**src/hdl/utfs_pkg.sv**
```systemverilog
// utfs_pkg: types, constants and the UTF-8 encode function of the UTF-16 to
// UTF-8 stream converter. No dependencies.
package utfs_pkg;

   localparam int CpWidth = 22;

   localparam logic [15:0] SurrLo = 16'hD800;
   localparam logic [15:0] SurrHi = 16'hDFFF;
   // 0x10000 - 0xDC00: folds the pair formula into one add
   localparam logic [CpWidth-1:0] PairBias = 22'h002400;

   localparam logic [CpWidth-1:0] Lim1 = 22'h000080;
   localparam logic [CpWidth-1:0] Lim2 = 22'h000800;
   localparam logic [CpWidth-1:0] Lim3 = 22'h010000;

   localparam logic [7:0] Lead2 = 8'hC0;
   localparam logic [7:0] Lead3 = 8'hE0;
   localparam logic [7:0] Lead4 = 8'hF0;
   localparam logic [7:0] Cont  = 8'h80;

   typedef struct packed {
      logic [15:0] code_unit;
      logic        final_unit;
   } utfs_req_type;

   typedef struct packed {
      logic [7:0] out_byte;
      logic       run_last;
   } utfs_rsp_type;

   // one encoded code point: byte k in seq[k], last_idx = length - 1
   typedef struct packed {
      logic [3:0][7:0] seq;
      logic [1:0]      last_idx;
   } utfs_desc_type;

   function automatic utfs_desc_type utfs_encode(input logic [CpWidth-1:0] cp);
      utfs_desc_type d;
      d = '0;
      if (cp < Lim1) begin
         d.seq[0]   = {1'b0, cp[6:0]};
         d.last_idx = 2'd0;
      end else if (cp < Lim2) begin
         d.seq[0]   = Lead2 | {3'b000, cp[10:6]};
         d.seq[1]   = Cont | {2'b00, cp[5:0]};
         d.last_idx = 2'd1;
      end else if (cp < Lim3) begin
         d.seq[0]   = Lead3 | {4'b0000, cp[15:12]};
         d.seq[1]   = Cont | {2'b00, cp[11:6]};
         d.seq[2]   = Cont | {2'b00, cp[5:0]};
         d.last_idx = 2'd2;
      end else begin
         // 4-byte form keeps the low 21 bits only
         d.seq[0]   = Lead4 | {5'b00000, cp[20:18]};
         d.seq[1]   = Cont | {2'b00, cp[17:12]};
         d.seq[2]   = Cont | {2'b00, cp[11:6]};
         d.seq[3]   = Cont | {2'b00, cp[5:0]};
         d.last_idx = 2'd3;
      end
      return d;
   endfunction

endpackage

```
**src/hdl/utfs_front.sv**
```systemverilog
// utfs_front: accepts code units, pairs surrogates and encodes each code point
// into a byte descriptor. Depends on utfs_pkg.
module utfs_front (
   input  logic                   clock,
   input  logic                   reset,
   input  logic                   req_push,
   input  utfs_pkg::utfs_req_type req_word,
   output logic                   req_full,
   input  logic                   q_full,
   output logic                   q_push,
   output utfs_pkg::utfs_desc_type q_desc
);
   import utfs_pkg::*;

   logic              pending_ff, pending_in;
   logic [10:0]       hi_ff, hi_in;
   logic              accept;
   logic              is_surr;
   logic [CpWidth-1:0] cp;

   assign req_full = q_full;
   assign accept   = req_push && !q_full;
   assign is_surr  = (req_word.code_unit >= SurrLo) && (req_word.code_unit <= SurrHi);

   always_comb begin
      if (pending_ff) begin
         cp = {1'b0, hi_ff, 10'b0} + {6'b0, req_word.code_unit} + PairBias;
      end else begin
         cp = {6'b0, req_word.code_unit};
      end
   end

   assign q_push = accept && (pending_ff || !is_surr);
   assign q_desc = utfs_encode(cp);

   always_comb begin
      pending_in = pending_ff;
      hi_in      = hi_ff;
      if (accept) begin
         if (pending_ff) begin
            pending_in = 1'b0;
            hi_in      = '0;
         end else if (is_surr && !req_word.final_unit) begin
            pending_in = 1'b1;
            hi_in      = req_word.code_unit[10:0];
         end
      end
   end

   always_ff @(posedge clock) begin
      if (reset) begin
         pending_ff <= 1'b0;
         hi_ff      <= '0;
      end else begin
         pending_ff <= pending_in;
         hi_ff      <= hi_in;
      end
   end

   a_pair_clears: assert property (@(posedge clock) disable iff (reset)
      accept && pending_ff |=> !pending_ff)
      else $error("held surrogate not released");
   a_pair_emits: assert property (@(posedge clock) disable iff (reset)
      accept && pending_ff |-> q_push)
      else $error("pair produced no code point");

endmodule

```
**src/hdl/utfs_queue.sv**
```systemverilog
// utfs_queue: two-entry descriptor queue between front and back.
// Depends on utfs_pkg.
module utfs_queue (
   input  logic                    clock,
   input  logic                    reset,
   input  logic                    push,
   input  utfs_pkg::utfs_desc_type din,
   output logic                    full,
   input  logic                    pop,
   output utfs_pkg::utfs_desc_type dout,
   output logic                    empty
);
   import utfs_pkg::*;

   utfs_desc_type slot_ff [2];
   logic          wr_ptr_ff, wr_ptr_in;
   logic          rd_ptr_ff, rd_ptr_in;
   logic [1:0]    count_ff, count_in;
   logic          do_push, do_pop;

   assign full    = (count_ff == 2'd2);
   assign empty   = (count_ff == 2'd0);
   assign do_push = push && !full;
   assign do_pop  = pop && !empty;
   assign dout    = slot_ff[rd_ptr_ff];

   always_comb begin
      wr_ptr_in = do_push ? !wr_ptr_ff : wr_ptr_ff;
      rd_ptr_in = do_pop ? !rd_ptr_ff : rd_ptr_ff;
      count_in  = count_ff;
      if (do_push && !do_pop) begin
         count_in = count_ff + 2'd1;
      end else if (do_pop && !do_push) begin
         count_in = count_ff - 2'd1;
      end
   end

   always_ff @(posedge clock) begin
      if (do_push) begin
         slot_ff[wr_ptr_ff] <= din;
      end
      if (reset) begin
         wr_ptr_ff <= 1'b0;
         rd_ptr_ff <= 1'b0;
         count_ff  <= '0;
      end else begin
         wr_ptr_ff <= wr_ptr_in;
         rd_ptr_ff <= rd_ptr_in;
         count_ff  <= count_in;
      end
   end

   a_count_range: assert property (@(posedge clock) disable iff (reset)
      count_ff <= 2'd2)
      else $error("queue count out of range");
   a_no_overrun: assert property (@(posedge clock) disable iff (reset)
      !(push && full))
      else $error("push into full queue");
   a_no_underrun: assert property (@(posedge clock) disable iff (reset)
      !(pop && empty))
      else $error("pop from empty queue");

endmodule

```
**src/hdl/utfs_back.sv**
```systemverilog
// utfs_back: walks each descriptor byte by byte into the registered result
// stage. Depends on utfs_pkg.
module utfs_back (
   input  logic                    clock,
   input  logic                    reset,
   input  logic                    q_empty,
   input  utfs_pkg::utfs_desc_type q_desc,
   output logic                    q_pop,
   output logic                    rsp_empty,
   input  logic                    rsp_pop,
   output utfs_pkg::utfs_rsp_type  rsp_word
);
   import utfs_pkg::*;

   utfs_desc_type desc_ff, desc_in;
   logic [1:0]    idx_ff, idx_in;
   logic          busy_ff, busy_in;
   utfs_rsp_type  out_ff, out_in;
   logic          out_valid_ff, out_valid_in;
   logic          out_free, step, done;

   assign out_free  = !out_valid_ff || rsp_pop;
   assign step      = busy_ff && out_free;
   assign done      = step && (idx_ff == desc_ff.last_idx);
   assign q_pop     = !q_empty && (!busy_ff || done);
   assign rsp_empty = !out_valid_ff;
   assign rsp_word  = out_ff;

   always_comb begin
      desc_in      = desc_ff;
      idx_in       = idx_ff;
      busy_in      = busy_ff;
      out_in       = out_ff;
      out_valid_in = out_valid_ff && !rsp_pop;
      if (step) begin
         out_in.out_byte = desc_ff.seq[idx_ff];
         out_in.run_last = done;
         out_valid_in    = 1'b1;
         idx_in          = idx_ff + 2'd1;
         if (done) begin
            busy_in = 1'b0;
         end
      end
      if (q_pop) begin
         desc_in = q_desc;
         idx_in  = '0;
         busy_in = 1'b1;
      end
   end

   always_ff @(posedge clock) begin
      desc_ff <= desc_in;
      out_ff  <= out_in;
      if (reset) begin
         idx_ff       <= '0;
         busy_ff      <= 1'b0;
         out_valid_ff <= 1'b0;
      end else begin
         idx_ff       <= idx_in;
         busy_ff      <= busy_in;
         out_valid_ff <= out_valid_in;
      end
   end

   a_idx_bound: assert property (@(posedge clock) disable iff (reset)
      busy_ff |-> idx_ff <= desc_ff.last_idx)
      else $error("byte index past descriptor length");

endmodule

```
**src/hdl/utf16_to_utf8_stream.sv**
```systemverilog
// utf16_to_utf8_stream: top level of the UTF-16 to UTF-8 converter.
// Depends on utfs_pkg, utfs_front, utfs_queue and utfs_back.
//
// Usage:
//  - Input channel (req_): one UTF-16 code unit per word, with final_unit
//    marking the last unit of a string. A word is taken on a clock edge with
//    req_push high and req_full low.
//  - Result channel (rsp_): one UTF-8 byte per word, run_last set on the last
//    byte produced by an input word. The byte on rsp_word is valid while
//    rsp_empty is low and is taken on an edge with rsp_pop high.
//  - A leading surrogate (D800-DFFF, nothing held) is stored and yields no
//    bytes; the next unit, whatever it is, completes the pair. A surrogate
//    arriving as the final unit with nothing held is dropped.
//  - A code point passes through the queue slot, the back end's descriptor
//    register and the result register before its first byte shows.
//    Throughput: one byte per cycle at the result side while the receiver
//    pops each byte, the byte walker in the back end setting this rate.
//    Units enter back to back while the two-entry descriptor queue has room.
//  - Reset (synchronous) drops any held surrogate and all queued bytes.
//  - A stalled receiver fills the result register, then the queue, then
//    raises req_full; nothing is lost.
module utf16_to_utf8_stream (
   input  logic                   clock,
   input  logic                   reset,
   input  logic                   req_push,
   input  utfs_pkg::utfs_req_type req_word,
   output logic                   req_full,
   output logic                   rsp_empty,
   input  logic                   rsp_pop,
   output utfs_pkg::utfs_rsp_type rsp_word
);
   import utfs_pkg::*;

   // front -> queue
   logic          q_push;
   logic          q_full;
   utfs_desc_type q_din;
   // queue -> back
   logic          q_pop;
   logic          q_empty;
   utfs_desc_type q_dout;

   // classify, pair surrogates, encode
   utfs_front u_front (
      .clock    (clock),
      .reset    (reset),
      .req_push (req_push),
      .req_word (req_word),
      .req_full (req_full),
      .q_full   (q_full),
      .q_push   (q_push),
      .q_desc   (q_din)
   );

   // decouples encode from byte output
   utfs_queue u_queue (
      .clock (clock),
      .reset (reset),
      .push  (q_push),
      .din   (q_din),
      .full  (q_full),
      .pop   (q_pop),
      .dout  (q_dout),
      .empty (q_empty)
   );

   // one byte per cycle into the result register while it is free
   utfs_back u_back (
      .clock     (clock),
      .reset     (reset),
      .q_empty   (q_empty),
      .q_desc    (q_dout),
      .q_pop     (q_pop),
      .rsp_empty (rsp_empty),
      .rsp_pop   (rsp_pop),
      .rsp_word  (rsp_word)
   );

endmodule
```
**config.mk**
```make
export PLATFORM = sky130hd
export DESIGN_NAME = utf16_to_utf8_stream
export DESIGN_NICKNAME = d
export VERILOG_FILES = /design/src/hdl/utfs_pkg.sv /design/src/hdl/utfs_front.sv /design/src/hdl/utfs_queue.sv /design/src/hdl/utfs_back.sv /design/src/hdl/utf16_to_utf8_stream.sv
export SDC_FILE = /design/constraint.sdc
export NUM_CORES = 1
export LEC_CHECK = 0
export ABC_AREA = 0
export BUFFER_PORTS_ARGS = -buffer_cell sky130_fd_sc_hd__clkbuf_2
export CAP_MARGIN = 20
export CORE_ASPECT_RATIO = 0.6
export CORE_MARGIN = 2
export CORE_UTILIZATION = 28
export DETAILED_ROUTE_END_ITERATION = 10
export GPL_ROUTABILITY_DRIVEN = 0
export GPL_TIMING_DRIVEN = 0
export PLACE_DENSITY = 0.42
export SLEW_MARGIN = 20
export SYNTH_ARGS = -nofsm -noshare
export SYNTH_HDL_FRONTEND = slang
export SYNTH_SLANG_ARGS = --single-unit
```
**constraint.sdc**
```tcl
create_clock -name clock -period 5.8 [get_ports clock]
set_clock_uncertainty 0.2 [all_clocks]
set_input_delay 0.58 -clock clock [delete_from_list [all_inputs] [get_ports clock]]
set_output_delay 0.58 -clock clock [all_outputs]
set_load 0.02 [all_outputs]
```
==> impl_metrics.toml, run 1 <==
[logic_synthesis]
syn_nets = 440
synth_top_area_share_pct = 53.2
synth_largest_area_cell = "edfxtp_1"
syn_area_mm2 = 0.00542
yosys-top-cells-area = "edfxtp_1 (53%), dfxtp_1 (7.4%), mux2_2 (6.2%)"
ys_async_sr_fraction_pct = 0
synth.distinct_cells = 63
synth_warnings = 0
syn_avg_cell_area_um2 = 13.4
ys_seq_area_share_pct = 60.6
syn_inst = 405
synth-edff-count = 96
ys.flop_type = "edfxtp_1"
ys_ff_latch = 116

[sta]
fin_crit_ns = 3.96
hold_viol = 0
setup_viol = 0
rsz0062_at_grt = "no"
timing.final.crit_share_pct = 68.4
max_slew_margin_pct = 35.2
drv_slew = 0
max_slew.worst_pin.slew_ns = 0.972
fmax_mhz = 252
setup_tns_ns = 0

[power_and_ir_drop]
p_leak_nw = 2.34
clkPwrFrac_pct = 39.6
power_density_mw_per_mm2 = 441
seqPwrFrac_pct = 40.9
switching_share_pct = 26.4
netSwitchingPower_mw = 0.771
power.internal_mw = 2.15
power_frac_comb_pct = 19.5
peakVddDrop_v = 0.000208
p_total_mw = 2.92

[worst_setup_path]
path_class = "in -> reg"
critical-path-max-stage-delay_ns = 0.73
worst_setup_path_start_kind = "input port"
arrival_ns = 3.86
cpMostUsedCell = "ha_1"
critPathCaptureType = "flop"
critPathMaxFanout = 11
r2r-start = "u_front.hi_ff[1]$_SDFFE_PP0P_"
worstPathRequired_ns = 5.70
cpMaxStageDelayCell = "a2111oi_0"
reg2reg_depth = 11
r2r_end = "u_queue.slot_ff[0][21]$_DFFE_PP_"
reg2reg_slack_ns = 1.85
path_cells = "clkbuf_2 > ha_1 > ha_1 > fa_1 > a211o_1 > a2111oi_0 > nor4_4 > nand4_4 > nor2_2 > inv_2 > buf_4 > o21ai_0"

[clocking]
cts_resized = 0
clkTransAtPathRegs_ns = 0.06
post_cts_buffers = 0
cts-root-buf = "clkbuf_16"
postCtsHoldBufs = 0
cts_tree = "done"
h-tree-depth = 4
clockBufferDepth = 2
cts_made_buffers = 17
cts_sinks = 116
insertion_delay_ns = 0.41

[route]
drcViolationCount = 0
avgViaCountPerCell = 4.81
first_iter_violations = 249
dr.pass1.iters = 4
dr_total_vias = 3442
ant_nets = 0
wirelength_mm = 13.0
wl_per_cell_um = 18.2

[global_route]
antenna_found_initial = 0
grtUsageTotal_pct = 13.5
grt_pass1_wl_mm = 20.1
overflow = 0
grt_max_degree = 24
grt_pass1_vias = 3413

[layout]
drive_gt1_share_pct = 25.7
area_growth_pct = 22.3
mostFrequentLayoutCells = "edfxtp_1 (96), mux2_2 (30), clkbuf_2 (30)"
multi_input_area_mm2 = 0.00199
mostFrequentLayoutCell = "edfxtp_1"
fillCellCount = 1838
num_antenna_cells = 0
final_nets = 492
final_core_util_pct = 34.9
regArea_mm2 = 0.00328
stdcell_count = 716

[hold_path]
hp-start = "req_word[6]"
hold_depth = 3
hold_end = "u_front.hi_ff[5]$_SDFFE_PP0P_"
hp-class = "in -> reg"

[placement]
hpwl_mm = 9.33
dp.cells = 684
portBuffers = 30

[die]
die_height_um = 112
core_mm2 = 0.0190
io_pins = 32
rows = 39
die_area_mm2 = 0.0205
fp.dieW_um = 184
start_util_pct = 28.6

[outcome]
status = "finished, final reports clean"

[run]
cap_viol_max_count = 0
-- critical path, delay by kind of cell --
kind | cells | cell delay, ns
compound gates | 3 | 1.35
fa+ha+maj | 3 | 1.00
buf+inv | 3 | 0.54
simple gates | 3 | 0.37
-- state kept, by name, indices dropped and copies added, names as in the netlist --
signal               count
u_front.pending_ff       1
u_queue.wr_ptr_ff        1
u_back.rsp_word          9
u_back.out_valid_ff      1
u_queue.slot_ff         58
u_back.idx_ff            2
u_queue.rd_ptr_ff        1
u_back.desc_ff          29
u_front.hi_ff           11
u_queue.count_ff         2
u_back.busy_ff           1
-- synthesized netlist by cell type (3+ instances only) --
master and number:
nand2_1 16, o21a_1 5, inv_1 18, nor2b_1 7
mux2i_1 14, ha_1 13, edfxtp_1 96, mux4_2 6
o21ai_0 18, a22oi_1 11, mux2_2 30, xor2_1 4
buf_2 6, and2_1 10, nand3_1 3, dfxtp_1 20
nor3_1 9, nand2b_1 4, clkbuf_1 12, xnor2_1 7
a31oi_1 3, nand4_1 3, nor2_1 30, a21oi_1 10
-- power by group through the flow --
stage	combinational, mW	sequential (mW)	clock [mW]
2_1_floorplan	0.352	1.23	0
3_3_place_gp	0.533	1.22	0
3_5_place_dp	0.582	1.21	0
4_1_cts	0.587	1.20	1.18
5_1_grt	0.629	1.21	1.22
6_report	0.569	1.20	1.16
-- logic make-up after synthesis --
| logic type | count (synthesis) | synth area share [%] |
|---|---|---|
| DFF | 116 | 60.6 |
| and+or+nand+nor | 100 | 10.3 |
| AOI/OAI and AO/OA | 74 | 9.58 |
| muxes | 50 | 11.3 |
| buffers and inverters | 40 | 3.12 |
| adders and majority gates | 14 | 3.37 |
| xor gates and xnor gates | 11 | 1.78 |
-- metal layers --
metal	wire [um]	vias to the layer above	global-route usage, %
met5	0	-	0
met4	99	0	4.11
met3	658	10	3.76
met2	5270	67	18.2
met1	6970	1720	20.8
li1	-	1645	-
-- final cells by class --
| cell class | instances | area share (%) |
|---|---|---|
| sequential | 116 | 49.5 |
| buffer | 21 | 1.47 |
| tap | 246 | 4.64 |
| clock buffer | 17 | 6.42 |
| clock inverter | 15 | 3.47 |
| inverter | 19 | 1.08 |
| multi-input combinational | 249 | 30.1 |
| timing repair buffer | 33 | 3.28 |
-- worst max-delay path by stage --
stage / depth (start not counted) / startpoint / slack (ns) / end
detailed placement: 12 / req_word[12] / 1.46 / u_queue.slot_ff[1][21]$_DFFE_PP_
CTS: 11 / u_front.hi_ff[1]$_SDFFE_PP0P_ / 1.88 / u_queue.slot_ff[0][21]$_DFFE_PP_
floorplan: 9 / rsp_pop / 1.53 / u_queue.count_ff[1]$_SDFFE_PP0P_
finish: 12 / req_word[12] / 1.84 / u_queue.slot_ff[0][21]$_DFFE_PP_
global placement: 10 / rsp_pop / 0.04 / u_queue.count_ff[1]$_SDFFE_PP0P_
global route: 11 / u_front.hi_ff[1]$_SDFFE_PP0P_ / 1.58 / u_queue.slot_ff[1][21]$_DFFE_PP_
-- stage by stage --
step	hold WS [ns]	area, um^2	setup WS, ns
detailed placement	0.303	5970	1.46
global placement	0.254	5880	0.0362
CTS	0.259	6630	1.88
finish	0.265	6630	1.84
floorplan	0.248	5420	1.53
global route	0.260	6630	1.58
Note: power is estimated with default switching activity, not from simulation.
==> run 2: changes to the inputs <==
ABC_AREA = 1   (was 0)
PLACE_DENSITY = 0.43   (was 0.42)
clock period = 3.6 ns   (was 5.8 ns; I/O delays follow)
==> impl_metrics.toml, run 2 <==
[outcome]
status = "finished, final reports clean"

[logic_synthesis]
synth_largest_area_cell = "edfxtp_1"
ys_async_sr_fraction_pct = 0
syn_area_mm2 = 0.00538
yosys.area_share.simple_pct = 21.8
syn_inst = 550
yosys-top-cells-area = "edfxtp_1 (54%), nand2_1 (12%), dfxtp_1 (7.4%)"
synth.distinct_cells = 33
synth_top_area_share_pct = 53.5
yosysMostFrequentCell = "nand2_1"
ys_seq_area_share_pct = 61.0
synth_common_cells = "nand2_1 (165), edfxtp_1 (96), inv_1 (55), nor2_1 (46), o21ai_0 (30)"
synthAdderAreaFrac_pct = 3.39
synth_compound_area_share_pct = 7.74
synth-edff-count = 96
syn_avg_cell_area_um2 = 9.79
yosys.area_share.xor_xnor_pct = 0.813
synth_warnings = 0
synth_top_family_by_area = "simple AND/OR/NAND/NOR gates"
syn_nets = 585
synth_mux_area_share_pct = 0
ys.flop_type = "edfxtp_1"
ys_ff_latch = 116

[layout]
reg_top3 = "u_queue.slot_ff: 58 flops, u_back.desc_ff: 29 flops, u_front.hi_ff: 11 flops"
largest-register = "u_queue.slot_ff"
largest_reg_flops = 58
mostFrequentLayoutCells = "nand2_1 (165), edfxtp_1 (96), inv_1 (54)"
final_core_util_pct = 34.3
area_growth_pct = 20.6
stdcell_count = 862
mostFrequentLayoutCell = "nand2_1"
final_nets = 637
drive_gt1_share_pct = 15.1

[global_route]
grtUsageTotal_pct = 14.2
grt_pass1_vias = 3703
overflow = 0
antenna_found_initial = 1
grt_max_degree = 30
grt_pass1_wl_mm = 21.4

[worst_setup_path]
path_class = "reg -> reg"
worstPathRequired_ns = 3.57
cpMaxStageDelayCell = "fa_1"
critPathMaxFanout = 8
path_cells = "ha_1 > ha_1 > fa_1 > nand3_1 > nand3_1 > xnor2_1 > nand2_1 > o21ai_1 > nand3_2 > inv_2 > nand3_1 > o21ai_1"
cpMostUsedCell = "nand3_1"
arrival_ns = 3.26
worst_setup_path_start_kind = "flop"
reg2reg_slack_ns = 0.30
critical-path-max-stage-delay_ns = 0.46
critPathCaptureType = "flop"

[clocking]
cts-root-buf = "clkbuf_16"
cts_tree = "done"
cts_made_buffers = 17
clkTransAtPathRegs_ns = 0.06
insertion_delay_ns = 0.40
cts_sinks = 116
post_cts_buffers = 0
h-tree-depth = 4
clockBufferDepth = 2

[placement]
portBuffers = 31
preCtsSetupSlack_ns = -0.0638
dp.cells = 829
hpwl_mm = 10.4

[sta]
max_slew_margin_pct = 34.7
rsz0062_at_grt = "no"
finalWorstSetupSlack_ns = 0.304
hold_ws_ns = 0.0154
timing.final.crit_share_pct = 91.5
hold_viol = 0
setup_viol = 0
drv_slew = 0
fmax_mhz = 303
max_slew.worst_pin.slew_ns = 0.973
fin_crit_ns = 3.30

[power_and_ir_drop]
p_leak_nw = 2.66
p_total_mw = 4.65
power_density_mw_per_mm2 = 716
peakVddDrop_v = 0.000368

[die]
rows = 39
core_mm2 = 0.0189
fp.dieW_um = 183
die_area_mm2 = 0.0204
io_pins = 32
start_util_pct = 28.4
die_height_um = 111

[hold_path]
hp-class = "in -> reg"

[route]
wirelength_mm = 13.7
avgViaCountPerCell = 4.54
ant_nets = 0
dr.pass1.iters = 5
wl_per_cell_um = 15.9
drcViolationCount = 0
dr_total_vias = 3915
first_iter_violations = 343

[run]
cap_viol_max_count = 0
[run 2: cell count changes in the layout (fill, tap and decap cells not counted), moves of 11 or more]
cell and delta:
a21oi_1 +16, a22oi_1 -11, mux2i_1 -14, nor2_1 +16, mux2_2 -30, o22ai_1 +14, nand2_1 +149, inv_1 +36
nand3_1 +15, o21ai_0 +11
[run 2: cells by family (layout without fill, tap and decap cells)]
family | Yosys count | after routing
other | 0 | 1
adders and majority gates | 14 | 14
AOI/OAI and AO/OA | 78 | 78
buffers and inverters | 73 | 138
xor gates and xnor gates | 5 | 5
DFF | 116 | 116
and+or+nand+nor | 264 | 264
[run 2: layout make-up]
type                            count  area [um^2]
Antenna cell                        1         2.50
Buffer                             17         75.1
Clock buffer                       22          454
Clock inverter                     10          135
Fill cell                        1963        12400
Inverter                           56          210
Multi-Input combinational cell    361         1830
Sequential cell                   116         3280
Tap cell                          246          308
Timing Repair Buffer               33          195
[run 2: repair_timing]
action                     CTS  global route
hold buffers                 0             0
setup endpoints to repair    0             2
resized for setup            0             1
[run 2: metrics by stage]
step	instance area [um^2]	TNS (ns)
after floorplan	5380	0
after global placement	5850	-0.126
after detailed placement	5900	-0.128
after CTS	6490	0
after global routing	6490	0
final	6490	0
[run 2: layer usage]
metal / vias up / part of all wire, % / global-route usage, %
met3: 8 / 5.1 / 2.94
met4: 0 / 0.57 / 3.68
met2: 101 / 37 / 17.8
met5: - / 0 / 0
met1: 1849 / 58 / 23.8
li1: 1957 / - / -
[run 2: where the power goes]
| part | internal [mW] | switching (mW) |
|---|---|---|
| logic | 0.243 | 0.728 |
| clock network | 1.10 | 0.577 |
| registers | 1.90 | 0.0966 |
| total | 3.25 | 1.40 |
[run 2: final timing paths]
kind	start	endpoint	cells past startpoint
setup / recovery	u_front.hi_ff[1]$_SDFFE_PP0P_	u_queue.slot_ff[1][5]$_DFFE_PP_	12
hold / removal	reset	u_back.busy_ff$_SDFFE_PP0P_	2
setup reg to reg	u_front.hi_ff[1]$_SDFFE_PP0P_	u_queue.slot_ff[1][5]$_DFFE_PP_	12
hold reg to reg	u_back.busy_ff$_SDFFE_PP0P_	u_back.out_valid_ff$_SDFF_PP0_	2
[run 2: critical path, delay by kind of cell, from the launching register on]
kind | cells | cell delay, ns
compound gates | 2 | 0.54
xor+xnor | 1 | 0.15
fa+ha+maj | 3 | 0.99
buf+inv | 1 | 0.19
flops | 1 | 0.31
simple gates | 5 | 0.67
